<file path="config.mk">
export PLATFORM = sky130hd
export DESIGN_NAME = seven_segment_readout_pixel_core_flat
export DESIGN_NICKNAME = d
export VERILOG_FILES = /design/src/hw/rtl/ssrp_pkg.sv /design/src/hw/rtl/ssrp_if.sv /design/src/hw/rtl/ssrp_layout.sv /design/src/hw/rtl/ssrp_seg.sv /design/src/hw/rtl/seven_segment_readout_pixel_core.sv /design/src/flat_wrapper.sv
export SDC_FILE = /design/constraint.sdc
export NUM_CORES = 1
export LEC_CHECK = 0
export BUFFER_PORTS_ARGS = -buffer_cell sky130_fd_sc_hd__buf_2
export CORE_UTILIZATION = 49
export DETAILED_ROUTE_END_ITERATION = 8
export PLACE_DENSITY_LB_ADDON = 0.1
export SLEW_MARGIN = 20
export SYNTH_ARGS = -nofsm -noshare
export SYNTH_HDL_FRONTEND = slang
export SYNTH_SLANG_ARGS = --single-unit
</file>
<file path="constraint.sdc">
create_clock -name clk_i -period 7.1 [get_ports clk_i]
set_clock_uncertainty 0.1 [all_clocks]
set_input_delay 0.355 -clock clk_i [delete_from_list [all_inputs] [get_ports clk_i]]
set_output_delay 0.355 -clock clk_i [all_outputs]
set_load 0.05 [all_outputs]
</file>
<file path="src/hw/rtl/ssrp_pkg.sv">
// Package for the seven-segment readout pixel core: widths, layout constants,
// the segment and reciprocal tables, and the layout descriptor passed between stages.
// Depends on nothing; every other file of the block uses it.
package ssrp_pkg;

  // Field widths of the request and response.
  localparam int unsigned ValW   = 17;
  localparam int unsigned ColW   = 10;
  localparam int unsigned RowW   = 9;
  localparam int unsigned ColorW = 8;

  // Signed offsets of the pixel from the display origin.
  localparam int unsigned DxW = ColW + 1;
  localparam int unsigned DyW = RowW + 1;

  // Largest reading shown on the display.
  localparam logic [ValW-1:0] MaxReading = 17'd99999;

  // Layout of the 33x7 readout.
  localparam int unsigned NumCells   = 5;
  localparam int unsigned CellW      = 4;
  localparam int unsigned CellH      = 7;
  localparam int unsigned LayoutW    = 33;
  localparam int unsigned PointCol   = 10;
  localparam int unsigned PointColEnd = 12;
  localparam int unsigned PointRow   = 5;
  localparam int unsigned VeeCol     = 29;
  localparam int unsigned VeeMidRow  = 4;

  // Digit extraction: the cell's power of ten is divided out with a reciprocal,
  // then the last decimal digit is split off with a second reciprocal of ten.
  localparam int unsigned RecipW     = 32;
  localparam int unsigned RecipShift = 31;
  localparam int unsigned ProdW      = ValW + RecipW;
  localparam int unsigned Div10W     = 18;
  localparam int unsigned Div10Shift = 21;
  localparam int unsigned Div10ProdW = ValW + Div10W;
  localparam int unsigned TensW      = Div10ProdW - Div10Shift;
  localparam logic [Div10W-1:0] Div10Mult = 18'd209716;

  // Segment bit positions inside a pattern.
  localparam int unsigned SegA = 0;
  localparam int unsigned SegB = 1;
  localparam int unsigned SegC = 2;
  localparam int unsigned SegD = 3;
  localparam int unsigned SegE = 4;
  localparam int unsigned SegF = 5;
  localparam int unsigned SegG = 6;

  // Fixed colors.
  localparam logic [ColorW-1:0] LitRed     = 8'd0;
  localparam logic [ColorW-1:0] LitGreen   = 8'd255;
  localparam logic [ColorW-1:0] LitBlue    = 8'd0;
  localparam logic [ColorW-1:0] DarkRed    = 8'd10;
  localparam logic [ColorW-1:0] DarkGreen  = 8'd30;
  localparam logic [ColorW-1:0] DarkBlue   = 8'd10;
  localparam logic [ColorW-1:0] GlowAlpha  = 8'd100;
  localparam logic [ColorW-1:0] GlowGreen  = 8'd200;
  localparam logic [ColorW-1:0] GlowNone   = 8'd0;

  // Which layout element a pixel falls on.
  typedef enum logic [1:0] {
    KindNone,
    KindPoint,
    KindVee,
    KindDigit
  } kind_e;

  typedef struct packed {
    kind_e      kind;
    logic [2:0] digit_idx;
    logic [1:0] cx;
    logic [2:0] cy;
  } layout_t;

  // Left column of each digit cell, most significant digit first.
  function automatic logic [5:0] cell_col(input logic [2:0] idx);
    logic [5:0] c;
    case (idx)
      3'd0:    c = 6'd0;
      3'd1:    c = 6'd5;
      3'd2:    c = 6'd13;
      3'd3:    c = 6'd18;
      3'd4:    c = 6'd23;
      default: c = 6'd0;
    endcase
    return c;
  endfunction

  // ceil(2^31 / 10^(4-idx)); exact quotients for every reading up to MaxReading.
  function automatic logic [RecipW-1:0] recip(input logic [2:0] idx);
    logic [RecipW-1:0] r;
    case (idx)
      3'd0:    r = 32'd214749;
      3'd1:    r = 32'd2147484;
      3'd2:    r = 32'd21474837;
      3'd3:    r = 32'd214748365;
      3'd4:    r = 32'h8000_0000;
      default: r = 32'd0;
    endcase
    return r;
  endfunction

  // Seven-segment patterns, bit 0 is the top segment.
  function automatic logic [6:0] seg_pattern(input logic [3:0] d);
    logic [6:0] p;
    case (d)
      4'd0:    p = 7'b0111111;
      4'd1:    p = 7'b0000110;
      4'd2:    p = 7'b1011011;
      4'd3:    p = 7'b1001111;
      4'd4:    p = 7'b1100110;
      4'd5:    p = 7'b1101101;
      4'd6:    p = 7'b1111101;
      4'd7:    p = 7'b0000111;
      4'd8:    p = 7'b1111111;
      4'd9:    p = 7'b1101111;
      default: p = 7'b0000000;
    endcase
    return p;
  endfunction

endpackage

</file>
<file path="src/hw/rtl/ssrp_if.sv">
// Request and response channels of the seven-segment readout pixel core.
// Depends on ssrp_pkg for the field widths.
interface ssrp_req_if;
  logic                          valid;
  logic                          ready;
  logic [ssrp_pkg::ValW-1:0]     reading_mv;
  logic [ssrp_pkg::ColW-1:0]     pixel_col;
  logic [ssrp_pkg::RowW-1:0]     pixel_row;
  logic [ssrp_pkg::ColW-1:0]     origin_col;
  logic [ssrp_pkg::RowW-1:0]     origin_row;

  modport source (output valid, reading_mv, pixel_col, pixel_row, origin_col, origin_row,
                  input ready);
  modport sink   (input valid, reading_mv, pixel_col, pixel_row, origin_col, origin_row,
                  output ready);
endinterface

interface ssrp_rsp_if;
  logic                          valid;
  logic                          ready;
  logic                          lit;
  logic [ssrp_pkg::ColorW-1:0]   red;
  logic [ssrp_pkg::ColorW-1:0]   green;
  logic [ssrp_pkg::ColorW-1:0]   blue;
  logic [ssrp_pkg::ColorW-1:0]   glow_alpha;
  logic [ssrp_pkg::ColorW-1:0]   glow_green;
  logic                          glow_set;

  modport source (output valid, lit, red, green, blue, glow_alpha, glow_green, glow_set,
                  input ready);
  modport sink   (input valid, lit, red, green, blue, glow_alpha, glow_green, glow_set,
                  output ready);
endinterface

</file>
<file path="src/hw/rtl/ssrp_layout.sv">
// Layout decoder: maps the pixel offset from the origin to a layout element
// and the position inside it. Depends on ssrp_pkg.
module ssrp_layout (
  input  logic signed [ssrp_pkg::DxW-1:0] dx_i,
  input  logic signed [ssrp_pkg::DyW-1:0] dy_i,
  output ssrp_pkg::layout_t               layout_o
);

  logic       in_rows;
  logic       in_span;
  logic [5:0] col;
  logic [2:0] row;

  // Offsets left of or above the origin are negative and fall outside.
  assign in_rows = !dy_i[ssrp_pkg::DyW-1] &&
                   (dy_i[ssrp_pkg::DyW-2:0] < (ssrp_pkg::DyW-1)'(ssrp_pkg::CellH));
  assign in_span = !dx_i[ssrp_pkg::DxW-1] &&
                   (dx_i[ssrp_pkg::DxW-2:0] < (ssrp_pkg::DxW-1)'(ssrp_pkg::LayoutW));
  assign col = dx_i[5:0];
  assign row = dy_i[2:0];

  // Pick the element; the cells do not overlap, so at most one matches.
  always_comb begin
    layout_o.kind      = ssrp_pkg::KindNone;
    layout_o.digit_idx = 3'd0;
    layout_o.cx        = 2'd0;
    layout_o.cy        = row;
    if (in_rows && in_span) begin
      if (col >= 6'(ssrp_pkg::PointCol) && col < 6'(ssrp_pkg::PointColEnd) &&
          row >= 3'(ssrp_pkg::PointRow)) begin
        layout_o.kind = ssrp_pkg::KindPoint;
      end else if (col >= 6'(ssrp_pkg::VeeCol)) begin
        layout_o.kind = ssrp_pkg::KindVee;
        layout_o.cx   = 2'(col - 6'(ssrp_pkg::VeeCol));
      end else begin
        for (int k = 0; k < ssrp_pkg::NumCells; k++) begin
          if (col >= ssrp_pkg::cell_col(3'(k)) &&
              col < ssrp_pkg::cell_col(3'(k)) + 6'(ssrp_pkg::CellW)) begin
            layout_o.kind      = ssrp_pkg::KindDigit;
            layout_o.digit_idx = 3'(k);
            layout_o.cx        = 2'(col - ssrp_pkg::cell_col(3'(k)));
          end
        end
      end
    end
  end

endmodule

</file>
<file path="src/hw/rtl/ssrp_seg.sv">
// Pixel shader for one layout element: segment lookup inside a digit cell,
// the letter V shape and the decimal point. Depends on ssrp_pkg.
module ssrp_seg (
  input  ssrp_pkg::layout_t layout_i,
  input  logic [3:0]        digit_i,
  output logic              lit_o
);

  logic [6:0] pat;
  logic       mid;
  logic       left_col;
  logic       right_col;
  logic       seg_lit;
  logic       vee_lit;

  assign pat       = ssrp_pkg::seg_pattern(digit_i);
  assign mid       = (layout_i.cx == 2'd1) || (layout_i.cx == 2'd2);
  assign left_col  = (layout_i.cx == 2'd0);
  assign right_col = (layout_i.cx == 2'd3);

  // Segment under the pixel, by row band of the 4x7 cell.
  always_comb begin
    case (layout_i.cy)
      3'd0:       seg_lit = mid && pat[ssrp_pkg::SegA];
      3'd1, 3'd2: seg_lit = (left_col && pat[ssrp_pkg::SegF]) ||
                            (right_col && pat[ssrp_pkg::SegB]);
      3'd3:       seg_lit = mid && pat[ssrp_pkg::SegG];
      3'd4, 3'd5: seg_lit = (left_col && pat[ssrp_pkg::SegE]) ||
                            (right_col && pat[ssrp_pkg::SegC]);
      3'd6:       seg_lit = mid && pat[ssrp_pkg::SegD];
      default:    seg_lit = 1'b0;
    endcase
  end

  // The V: outer columns above its tip, inner columns at the tip.
  assign vee_lit = (layout_i.cy <= 3'(ssrp_pkg::VeeMidRow)) ? (left_col || right_col) : mid;

  always_comb begin
    case (layout_i.kind)
      ssrp_pkg::KindPoint: lit_o = 1'b1;
      ssrp_pkg::KindVee:   lit_o = vee_lit;
      ssrp_pkg::KindDigit: lit_o = seg_lit;
      default:             lit_o = 1'b0;
    endcase
  end

endmodule

</file>
<file path="src/hw/rtl/seven_segment_readout_pixel_core.sv">
// Top level of the seven-segment readout pixel core: five-stage pipeline.
// Depends on ssrp_pkg, ssrp_if, ssrp_layout and ssrp_seg.
//
//   Channel  Modport  Direction  Carries
//   req_i    sink     in         reading_mv, pixel_col, pixel_row, origin_col, origin_row
//   rsp_o    source   out        lit, red, green, blue, glow_alpha, glow_green, glow_set
//
// One request enters per clock unless a stalled output has filled the pipeline; its response leaves from stage five.
// Stage one clamps and offsets, two decodes the layout, three and four each hold one
// reciprocal multiplier of the digit split, five looks up the segment.
// Reset clears the stage valid bits only; the block takes requests right after it.
// A stalled response holds the unbroken run of full stages behind it; a full stage
// with an empty stage ahead still advances, so bubbles are squeezed out.
module seven_segment_readout_pixel_core (
  input  logic                clk_i,
  input  logic                rst_ni,
  ssrp_req_if.sink            req_i,
  ssrp_rsp_if.source          rsp_o
);

  // Stage enables: a stage loads when it is empty or the next one loads.
  logic v1_q, v2_q, v3_q, v4_q, v5_q;
  logic en1, en2, en3, en4, en5;

  assign en5 = !v5_q || rsp_o.ready;
  assign en4 = !v4_q || en5;
  assign en3 = !v3_q || en4;
  assign en2 = !v2_q || en3;
  assign en1 = !v1_q || en2;
  assign req_i.ready = en1;

  always_ff @(posedge clk_i or negedge rst_ni) begin
    if (!rst_ni) begin
      v1_q <= 1'b0;
      v2_q <= 1'b0;
      v3_q <= 1'b0;
      v4_q <= 1'b0;
      v5_q <= 1'b0;
    end else begin
      if (en1) v1_q <= req_i.valid;
      if (en2) v2_q <= v1_q;
      if (en3) v3_q <= v2_q;
      if (en4) v4_q <= v3_q;
      if (en5) v5_q <= v4_q;
    end
  end

  // Stage 1: clamp the reading and take the offsets from the origin.
  logic [ssrp_pkg::ValW-1:0]       val1_d, val1_q;
  logic signed [ssrp_pkg::DxW-1:0] dx1_d, dx1_q;
  logic signed [ssrp_pkg::DyW-1:0] dy1_d, dy1_q;

  assign val1_d = (req_i.reading_mv > ssrp_pkg::MaxReading) ? ssrp_pkg::MaxReading
                                                            : req_i.reading_mv;
  assign dx1_d  = signed'({1'b0, req_i.pixel_col}) - signed'({1'b0, req_i.origin_col});
  assign dy1_d  = signed'({1'b0, req_i.pixel_row}) - signed'({1'b0, req_i.origin_row});

  // Stage 2: layout decode.
  ssrp_pkg::layout_t         lay2_d, lay2_q;
  logic [ssrp_pkg::ValW-1:0] val2_q;

  ssrp_layout u_layout (
    .dx_i     (dx1_q),
    .dy_i     (dy1_q),
    .layout_o (lay2_d)
  );

  // Stage 3: divide by the cell's power of ten.
  logic [ssrp_pkg::ProdW-1:0] prod3;
  logic [ssrp_pkg::ValW-1:0]  quot3_d, quot3_q;
  ssrp_pkg::layout_t          lay3_q;

  assign prod3   = ssrp_pkg::ProdW'(val2_q) *
                   ssrp_pkg::ProdW'(ssrp_pkg::recip(lay2_q.digit_idx));
  assign quot3_d = prod3[ssrp_pkg::RecipShift +: ssrp_pkg::ValW];

  // Stage 4: divide the quotient by ten.
  logic [ssrp_pkg::Div10ProdW-1:0] prod4;
  logic [ssrp_pkg::TensW-1:0]      tens4_d, tens4_q;
  logic [3:0]                      qlo4_q;
  ssrp_pkg::layout_t               lay4_q;

  assign prod4   = ssrp_pkg::Div10ProdW'(quot3_q) *
                   ssrp_pkg::Div10ProdW'(ssrp_pkg::Div10Mult);
  assign tens4_d = prod4[ssrp_pkg::Div10Shift +: ssrp_pkg::TensW];

  // Stage 5: the digit is the remainder; shade the pixel.
  logic [ssrp_pkg::TensW+3:0] ten_x;
  logic [3:0]                 digit5;
  logic                       lit5_d, lit5_q;

  assign ten_x  = (ssrp_pkg::TensW+4)'({tens4_q, 3'b000}) +
                  (ssrp_pkg::TensW+4)'({tens4_q, 1'b0});
  assign digit5 = qlo4_q - ten_x[3:0];

  ssrp_seg u_seg (
    .layout_i (lay4_q),
    .digit_i  (digit5),
    .lit_o    (lit5_d)
  );

  // Payload registers, loaded when their stage takes a valid request.
  always_ff @(posedge clk_i) begin
    if (en1 && req_i.valid) begin
      val1_q <= val1_d;
      dx1_q  <= dx1_d;
      dy1_q  <= dy1_d;
    end
    if (en2 && v1_q) begin
      lay2_q <= lay2_d;
      val2_q <= val1_q;
    end
    if (en3 && v2_q) begin
      lay3_q  <= lay2_q;
      quot3_q <= quot3_d;
    end
    if (en4 && v3_q) begin
      lay4_q  <= lay3_q;
      tens4_q <= tens4_d;
      qlo4_q  <= quot3_q[3:0];
    end
    if (en5 && v4_q) begin
      lit5_q <= lit5_d;
    end
  end

  // Response: colors follow from the lit flag.
  assign rsp_o.valid      = v5_q;
  assign rsp_o.lit        = lit5_q;
  assign rsp_o.red        = lit5_q ? ssrp_pkg::LitRed   : ssrp_pkg::DarkRed;
  assign rsp_o.green      = lit5_q ? ssrp_pkg::LitGreen : ssrp_pkg::DarkGreen;
  assign rsp_o.blue       = lit5_q ? ssrp_pkg::LitBlue  : ssrp_pkg::DarkBlue;
  assign rsp_o.glow_alpha = lit5_q ? ssrp_pkg::GlowAlpha : ssrp_pkg::GlowNone;
  assign rsp_o.glow_green = lit5_q ? ssrp_pkg::GlowGreen : ssrp_pkg::GlowNone;
  assign rsp_o.glow_set   = lit5_q;

endmodule

</file>
<file path="src/flat_wrapper.sv">
// flat-port wrapper written by rule: the top's interface ports become plain ports
module seven_segment_readout_pixel_core_flat 
  (clk_i, rst_ni, req_i_valid, req_i_reading_mv, req_i_pixel_col, req_i_pixel_row, req_i_origin_col, req_i_origin_row, req_i_ready, rsp_o_valid, rsp_o_lit, rsp_o_red, rsp_o_green, rsp_o_blue, rsp_o_glow_alpha, rsp_o_glow_green, rsp_o_glow_set, rsp_o_ready);
  ssrp_req_if req_i_i ();
  ssrp_rsp_if rsp_o_i ();
  input  logic clk_i;
  input  logic rst_ni;
  input wire logic [$bits(req_i_i.valid)-1:0] req_i_valid;
  input wire logic [$bits(req_i_i.reading_mv)-1:0] req_i_reading_mv;
  input wire logic [$bits(req_i_i.pixel_col)-1:0] req_i_pixel_col;
  input wire logic [$bits(req_i_i.pixel_row)-1:0] req_i_pixel_row;
  input wire logic [$bits(req_i_i.origin_col)-1:0] req_i_origin_col;
  input wire logic [$bits(req_i_i.origin_row)-1:0] req_i_origin_row;
  output wire logic [$bits(req_i_i.ready)-1:0] req_i_ready;
  output wire logic [$bits(rsp_o_i.valid)-1:0] rsp_o_valid;
  output wire logic [$bits(rsp_o_i.lit)-1:0] rsp_o_lit;
  output wire logic [$bits(rsp_o_i.red)-1:0] rsp_o_red;
  output wire logic [$bits(rsp_o_i.green)-1:0] rsp_o_green;
  output wire logic [$bits(rsp_o_i.blue)-1:0] rsp_o_blue;
  output wire logic [$bits(rsp_o_i.glow_alpha)-1:0] rsp_o_glow_alpha;
  output wire logic [$bits(rsp_o_i.glow_green)-1:0] rsp_o_glow_green;
  output wire logic [$bits(rsp_o_i.glow_set)-1:0] rsp_o_glow_set;
  input wire logic [$bits(rsp_o_i.ready)-1:0] rsp_o_ready;
  assign req_i_i.valid = req_i_valid;
  assign req_i_i.reading_mv = req_i_reading_mv;
  assign req_i_i.pixel_col = req_i_pixel_col;
  assign req_i_i.pixel_row = req_i_pixel_row;
  assign req_i_i.origin_col = req_i_origin_col;
  assign req_i_i.origin_row = req_i_origin_row;
  assign req_i_ready = req_i_i.ready;
  assign rsp_o_valid = rsp_o_i.valid;
  assign rsp_o_lit = rsp_o_i.lit;
  assign rsp_o_red = rsp_o_i.red;
  assign rsp_o_green = rsp_o_i.green;
  assign rsp_o_blue = rsp_o_i.blue;
  assign rsp_o_glow_alpha = rsp_o_i.glow_alpha;
  assign rsp_o_glow_green = rsp_o_i.glow_green;
  assign rsp_o_glow_set = rsp_o_i.glow_set;
  assign rsp_o_i.ready = rsp_o_ready;
  seven_segment_readout_pixel_core u_core (.clk_i(clk_i), .rst_ni(rst_ni), .req_i(req_i_i), .rsp_o(rsp_o_i));
endmodule
</file>
==> Yosys cells after proc, flatten, opt, wreduce, memory -nomap -nowiden <==
Memories as Yosys holds them, arrays and structs flattened.
Cells that the tools add are included.
{ "word_totals": {"ff_bits": 109, "latchBits": 0, "mem_bits_rw": 0, "rom_bits": 112, "out_inout_bits": 44, "n_memories": 1} }
{ "classes": {"add_sub_neg": 15, "mul": 2, "div": 0, "order_cmp": 18, "eq_ne": 16, "shift": 0, "muxes": 51, "bitwise": 1, "reduce_logical": 46} }
{ "mem_list": {"columns": ["memory", "words", "word_bits", "rd", "rd_ports_with_merged_regs", "write_ports", "line", "source"], "rows": [
  ["(name not given)", 16, 7, 1, 0, 0, "ssrp_pkg.sv:107", "case (d)"]
]} }
{ "op_table": {"columns": ["operator", "count"], "rows": [
  ["$pmux W32 S5", 1],
  ["$mux W6", 15],
  ["$mul A17 B32 Y48", 1],
  ["$mux W2", 22],
  ["$mux W7", 6],
  ["$add A6 B3 Y6 const B", 5],
  ["$ge A6 B6 Y1", 5],
  ["$lt A6 B6 Y1", 5],
  ["$logic_and A1 B1 Y1", 22],
  ["$mul A17 B16 Y22 const B", 1],
  ["$gt A17 B17 Y1 const B", 1],
  ["$mux W8", 2],
  ["$eq A3 B2 Y1 const B", 4],
  ["$eq A3 B3 Y1 const B", 4],
  ["$sub A10 B10 Y11", 1],
  ["$lt A10 B6 Y1 const B", 1],
  ["$sub A2 B2 Y2", 5],
  ["$sub A9 B9 Y10", 1],
  ["$logic_or A1 B1 Y1", 9],
  ["$lt A9 B3 Y1 const B", 1],
  ["$eq A2 B2 Y1 const B", 4],
  ["$logic_not A1 Y1", 7],
  ["$eq A3 B1 Y1 const B", 2],
  ["$ge A6 B4 Y1 const B", 1],
  ["18 further kinds", 23]
]} }

==> Logic depth before layout (Yosys ltp) <==
{ "logic_depth": {"ltp_word": 20, "mapped_depth": 26} }

==> Cells and area by module <==
Synthesis repeated with hierarchy kept, for this count alone.
{ "hier_totals": {"hier_cells": 2119, "area_unflattened_um2": 21219.1} }
{ "modules_own_cells": {"columns": ["module", "n_inst", "cells_each", "area_each_um2", "seq_area_each_um2"], "rows": [
  ["seven_segment_readout_pixel_core", 1, 2006, 20435.8, 3428.3],
  ["ssrp_layout", 1, 70, 489.2, 0.0],
  ["ssrp_seg", 1, 43, 294.0, 0.0]
]} }

==> Worst setup path after synthesis <==
OpenSTA, ideal clock, no wires.
{ "synth_timing": {"path_type": "register to register", "start": "register u_core.lay2_q[6] (netlist name)", "end": "register u_core.quot3_q[12] (netlist name) (data pin)", "setup_time_ns": 0.265, "arrival_ns": 6.162, "slack_ns": 0.573, "path_stages_with_launch": 24, "path_buffers": 2, "path_cell_list": "edfxtp_1 nand2b_1 clkbuf_1 clkbuf_1 nand2_1 fa_1 fa_1 fa_1 inv_1 fa_1 fa_1 inv_1 fa_1 inv_1 ha_1 a21o_1 a21o_1 a21oi_1 a21oi_1 nor3_1 a21oi_2 a211oi_2 o21ai_0 xor2_1"} }
{ "synth_via": {"elab_chain_len": 3, "word_cells_on_any_way": 7, "classes_between": "1 x mul; 4 x eq/ne; 1 x mux; 1 x reduce/logical"} }
{ "synth_lines": {"columns": ["item", "line", "source"], "rows": [
  ["start: declaration", "seven_segment_readout_pixel_core.sv:59", "ssrp_pkg::layout_t lay2_d, lay2_q;"],
  ["start signal: assignment", "seven_segment_readout_pixel_core.sv:110", "lay2_q <= lay2_d;"],
  ["$eq A3 B3 Y1 (tied with other cells)", "ssrp_pkg.sv:93", "case (idx)"],
  ["$pmux W32 S5 (*)", "ssrp_pkg.sv:93", null],
  ["$mul A17 B32 Y48 (*)", "seven_segment_readout_pixel_core.sv:73", "assign prod3 = ssrp_pkg::ProdW'(val2_q) *"],
  ["net u_core.prod3, one bit", "seven_segment_readout_pixel_core.sv:69", "logic [ssrp_pkg::ProdW-1:0] prod3;"],
  ["end signal: assignment", "seven_segment_readout_pixel_core.sv:115", "quot3_q <= quot3_d;"],
  ["end: declaration", "seven_segment_readout_pixel_core.sv:70", "logic [ssrp_pkg::ValW-1:0] quot3_d, quot3_q;"]
]} }
Mark *: on every way through the listed nets, which the timed path passes. The rest lies on a longest branch.
A chain may end at the register's enable or synchronous reset.

==> Final worst setup path <==
{ "layout_timing": {"start": "register u_core.lay2_q[7] (netlist name)", "end": "register u_core.quot3_q[10] (netlist name) (data pin)"} }
The elaborated chain is that of the path after synthesis.

==> metrics.csv <==
stage,metric,value,unit
yosys,Yosys Warn Count,0,
layout,"Design Area, Final",0.02273,mm2
place,DP HPWL,47510,um
yosys,post-synthesis register bit count,109,
critical_path,critical path arrival,6.89,ns
die,Core Area,0.04213,mm2
place,routability congestion estimate from global placement,0.9595,
die,Rows,75,
worst_hold_path,Hold Path Stages,2,
status,status,"complete, no violations",
cts,CTS Root Cell,clkbuf_16,
cts,clock buffer depth,2,
yosys,Yosys cell types,59,
global_routing,vias in the first global route,14991,
critical_path,Crit path top cell by count,fa_1,
critical_path,critical path type,reg2reg,
sta,Pins Over Slew Limit,0,
sta,period utilization,97.07,%
yosys,synthesized cell area,0.02103,mm2
die,# IOs,103,
sta,setup_tns,0,ns
yosys,most frequently used flop master after synthesis,edfxtp_1,
critical_path,Critical Path RT,7.10,ns
yosys,post-synthesis sequential area ratio,15.45,%
layout,Filler cells,3920,
cts,# clock sinks,109,
global_routing,GRT Util Overall,25.38,%
drt,Vias,13964,
run,max-cap violation count,0,
sta,final hold vios,0,
worst_hold_path,hold endpoint,u_core.v1_q,
critical_path,CP endpoint kind,flop,
worst_hold_path,Worst Hold Class,in2reg,
place,placed instance count,2766,
global_routing,largest net degree at the start of global routing,39,
drt,Antenna Nets Post-Route,0,
drt,Post-Route WL,52980,um
sta,Final Setup Violations,0,
layout,Layout area overhead,8.111,%
yosys,Post-synth EDFFs,104,
drt,first drt pass iteration count,5,
yosys,Post-synth ARST share,4.587,%
drt,Starting DRT DRC Count,857,
global_routing,first-pass GRT wire length,83510,um
critical_path,CP max FO,31,
worst_hold_path,Hold Startpoint,req_i_valid,
cts,CTS Buf Count,9,
sta,RSZ-0062 raised after global routing,yes,
drt,vias per cell,5.007,
drt,Wirelength per Cell,19.00,um
die,initial core utilization,49.90,%
cts,clk slew on worst S/H paths,0.08,ns
critical_path,Worst setup SP type,flop,
die,Die Y,209.1,um
sta,Max Clk Rate,0.1451,GHz
sta,Tmin final,6.892,ns
layout,Post-Layout Cell Count,2789,
critical_path,"setup slack, reg-to-reg",0.21,ns
critical_path,reg2reg path depth,25,
yosys,Post-Syn Area per Cell,9.880,um2
place,area post-placement,0.02231,mm2
layout,share of cells above drive strength 1,9.609,%
layout,Total Nets Final,3004,
die,Die X,209.1,um
cts,# H-tree levels,3,
global_routing,initial antenna violation count,3,
die,die footprint,0.04374,mm2
critical_path,RR Startpoint,u_core.lay2_q[7],
critical_path,R2R Path End,u_core.quot3_q[10],
critical_path,CP max stage delay,0.55,ns
place,port bufs,76,
sta,Worst-Margin Slew,0.8701,ns
global_routing,gr ovfl total,0,
cts,CTS tree,yes,
critical_path,CP max stage cell,fa_1,
drt,Residual DRC,0,
cts,later-pin clock latency in the skew report,0.36,ns
yosys,Mapped Cells,2128,
sta,Max-slew headroom,41.99,%
## how the worst max path moves through the flow
stage	startpoint	to	slack, ns	cells past startpoint
6_report	u_core.lay2_q[7]	u_core.quot3_q[10]	0.21	25
5_1_grt	u_core.lay2_q[7]	u_core.quot3_q[15]	-0.03	24
4_1_cts	u_core.lay2_q[7]	u_core.quot3_q[16]	0.03	24
3_5_place_dp	u_core.lay2_q[7]	u_core.quot3_q[16]	0.05	24
3_3_place_gp	u_core.lay2_q[7]	u_core.quot3_q[16]	0.09	24
2_1_floorplan	u_core.lay2_q[6]	u_core.quot3_q[12]	0.57	23
## per-layer routing
layer / wire, um / vias to the layer above / share of wire [%] / track usage (%)
met4: 1135 / 2 / 2.1 / 5.603
met2: 24250 / 414 / 46 / 41.00
met5: 10 / - / 0.019 / 0
met3: 3734 / 64 / 7.0 / 6.011
li1: - / 6662 / - / -
met1: 23850 / 6822 / 45 / 34.68
## cells by family (layout without fill, tap and decap cells)
logic type / Yosys count / count (layout) / share of synthesized area, %
buffers and inverters: 707 / 803 / 13.38
AND/OR/NAND/NOR: 382 / 382 / 8.682
multiplexers: 2 / 2 / 0.09522
adder cells (fa/ha/maj): 702 / 702 / 54.77
flip-flops: 109 / 109 / 15.45
other: 2 / 28 / 0.03572
AO/OA/AOI/OAI: 172 / 172 / 5.421
XOR/XNOR: 52 / 52 / 2.166
## critical path, delay by kind of cell, from the launching register on
kind	cells	cell delay [ns]
DFF	1	0.42
AOI/OAI and AO/OA	6	0.98
buffers and inverters	8	0.89
adders and majority gates	7	3.48
xor gates and xnor gates	1	0.05
and+or+nand+nor	3	0.73
## timing repair
action,4_1_cts,5_1_grt
endpoints found under the hold margin,5,0
hold buffers,1,0
gates resized for setup,0,33
setup endpoints to repair,0,13
buffers inserted,0,4
## cell type report
type / count / area [um2] / area share (%)
multi-input cells: 1336 / 15150 / 66.65
flip-flops and latches: 109 / 3248 / 14.29
inverters: 632 / 2372 / 10.44
repair buffers: 155 / 996.0 / 4.382
well taps: 539 / 674.4 / 2.967
clock buffers: 10 / 229.0 / 1.007
clock inverters: 6 / 55.05 / 0.2422
diodes: 2 / 5.005 / 0.02202
## through the flow
step | utilization, % | worst slack [ns] | hold slack, ns
finish | 53.95 | 0.2083 | 0.09229
global route | 53.94 | -0.02674 | 0.09746
CTS | 53.65 | 0.02731 | 0.08037
detailed placement | 52.95 | 0.05405 | 0.07601
global placement | 52.91 | 0.09376 | 0.07183
floorplan | - | 0.5727 | -0.04059
## cell usage in the layout, fill, tap and decap left out, types with 33 or more instances in the layout
cell type    n
nand2b_1    43
nor2_1     129
edfxtp_1   104
nand2_1     88
inv_1      627
buf_2       76
ha_1       338
fa_1       363
buf_4       76
o21ai_0     33
a21oi_1     44
## synthesized netlist by cell type (8+ instances only)
| master | count | area share [%] |
|---|---|---|
| a21o_1 | 22 | 0.79 |
| xor2_1 | 21 | 0.87 |
| nand2b_1 | 45 | 1.3 |
| edfxtp_1 | 104 | 15 |
| a21oi_1 | 44 | 1.0 |
| o21a_1 | 11 | 0.39 |
| xnor2_1 | 31 | 1.3 |
| nor2b_1 | 22 | 0.65 |
| and2_1 | 20 | 0.60 |
| inv_1 | 631 | 11 |
| clkbuf_1 | 33 | 0.59 |
| nor2_1 | 136 | 2.4 |
| buf_4 | 40 | 1.4 |
| fa_1 | 364 | 35 |
| and3_1 | 20 | 0.60 |
| a21boi_0 | 8 | 0.29 |
| ha_1 | 338 | 20 |
| nand2_1 | 89 | 1.6 |
| or2_2 | 13 | 0.39 |
| o21ai_0 | 35 | 0.83 |
| nand3_1 | 9 | 0.21 |
## registers in the layout, summed over array words and instances, names as in the netlist
signal / cells
u_core.v2_q: 1
u_core.v1_q: 1
u_core.rsp_o.glow_set: 1
u_core.lay4_q: 7
u_core.qlo4_q: 4
u_core.val1_q: 17
u_core.val2_q: 17
u_core.dy1_q: 10
u_core.lay2_q: 10
u_core.lay3_q: 7
u_core.tens4_q: 3
u_core.dx1_q: 11
u_core.v4_q: 1
u_core.rsp_o.valid: 1
u_core.v3_q: 1
u_core.quot3_q: 17
Power is not shown: default switching activity piles up to over one toggle a cycle in this logic, so the estimate is an artifact.
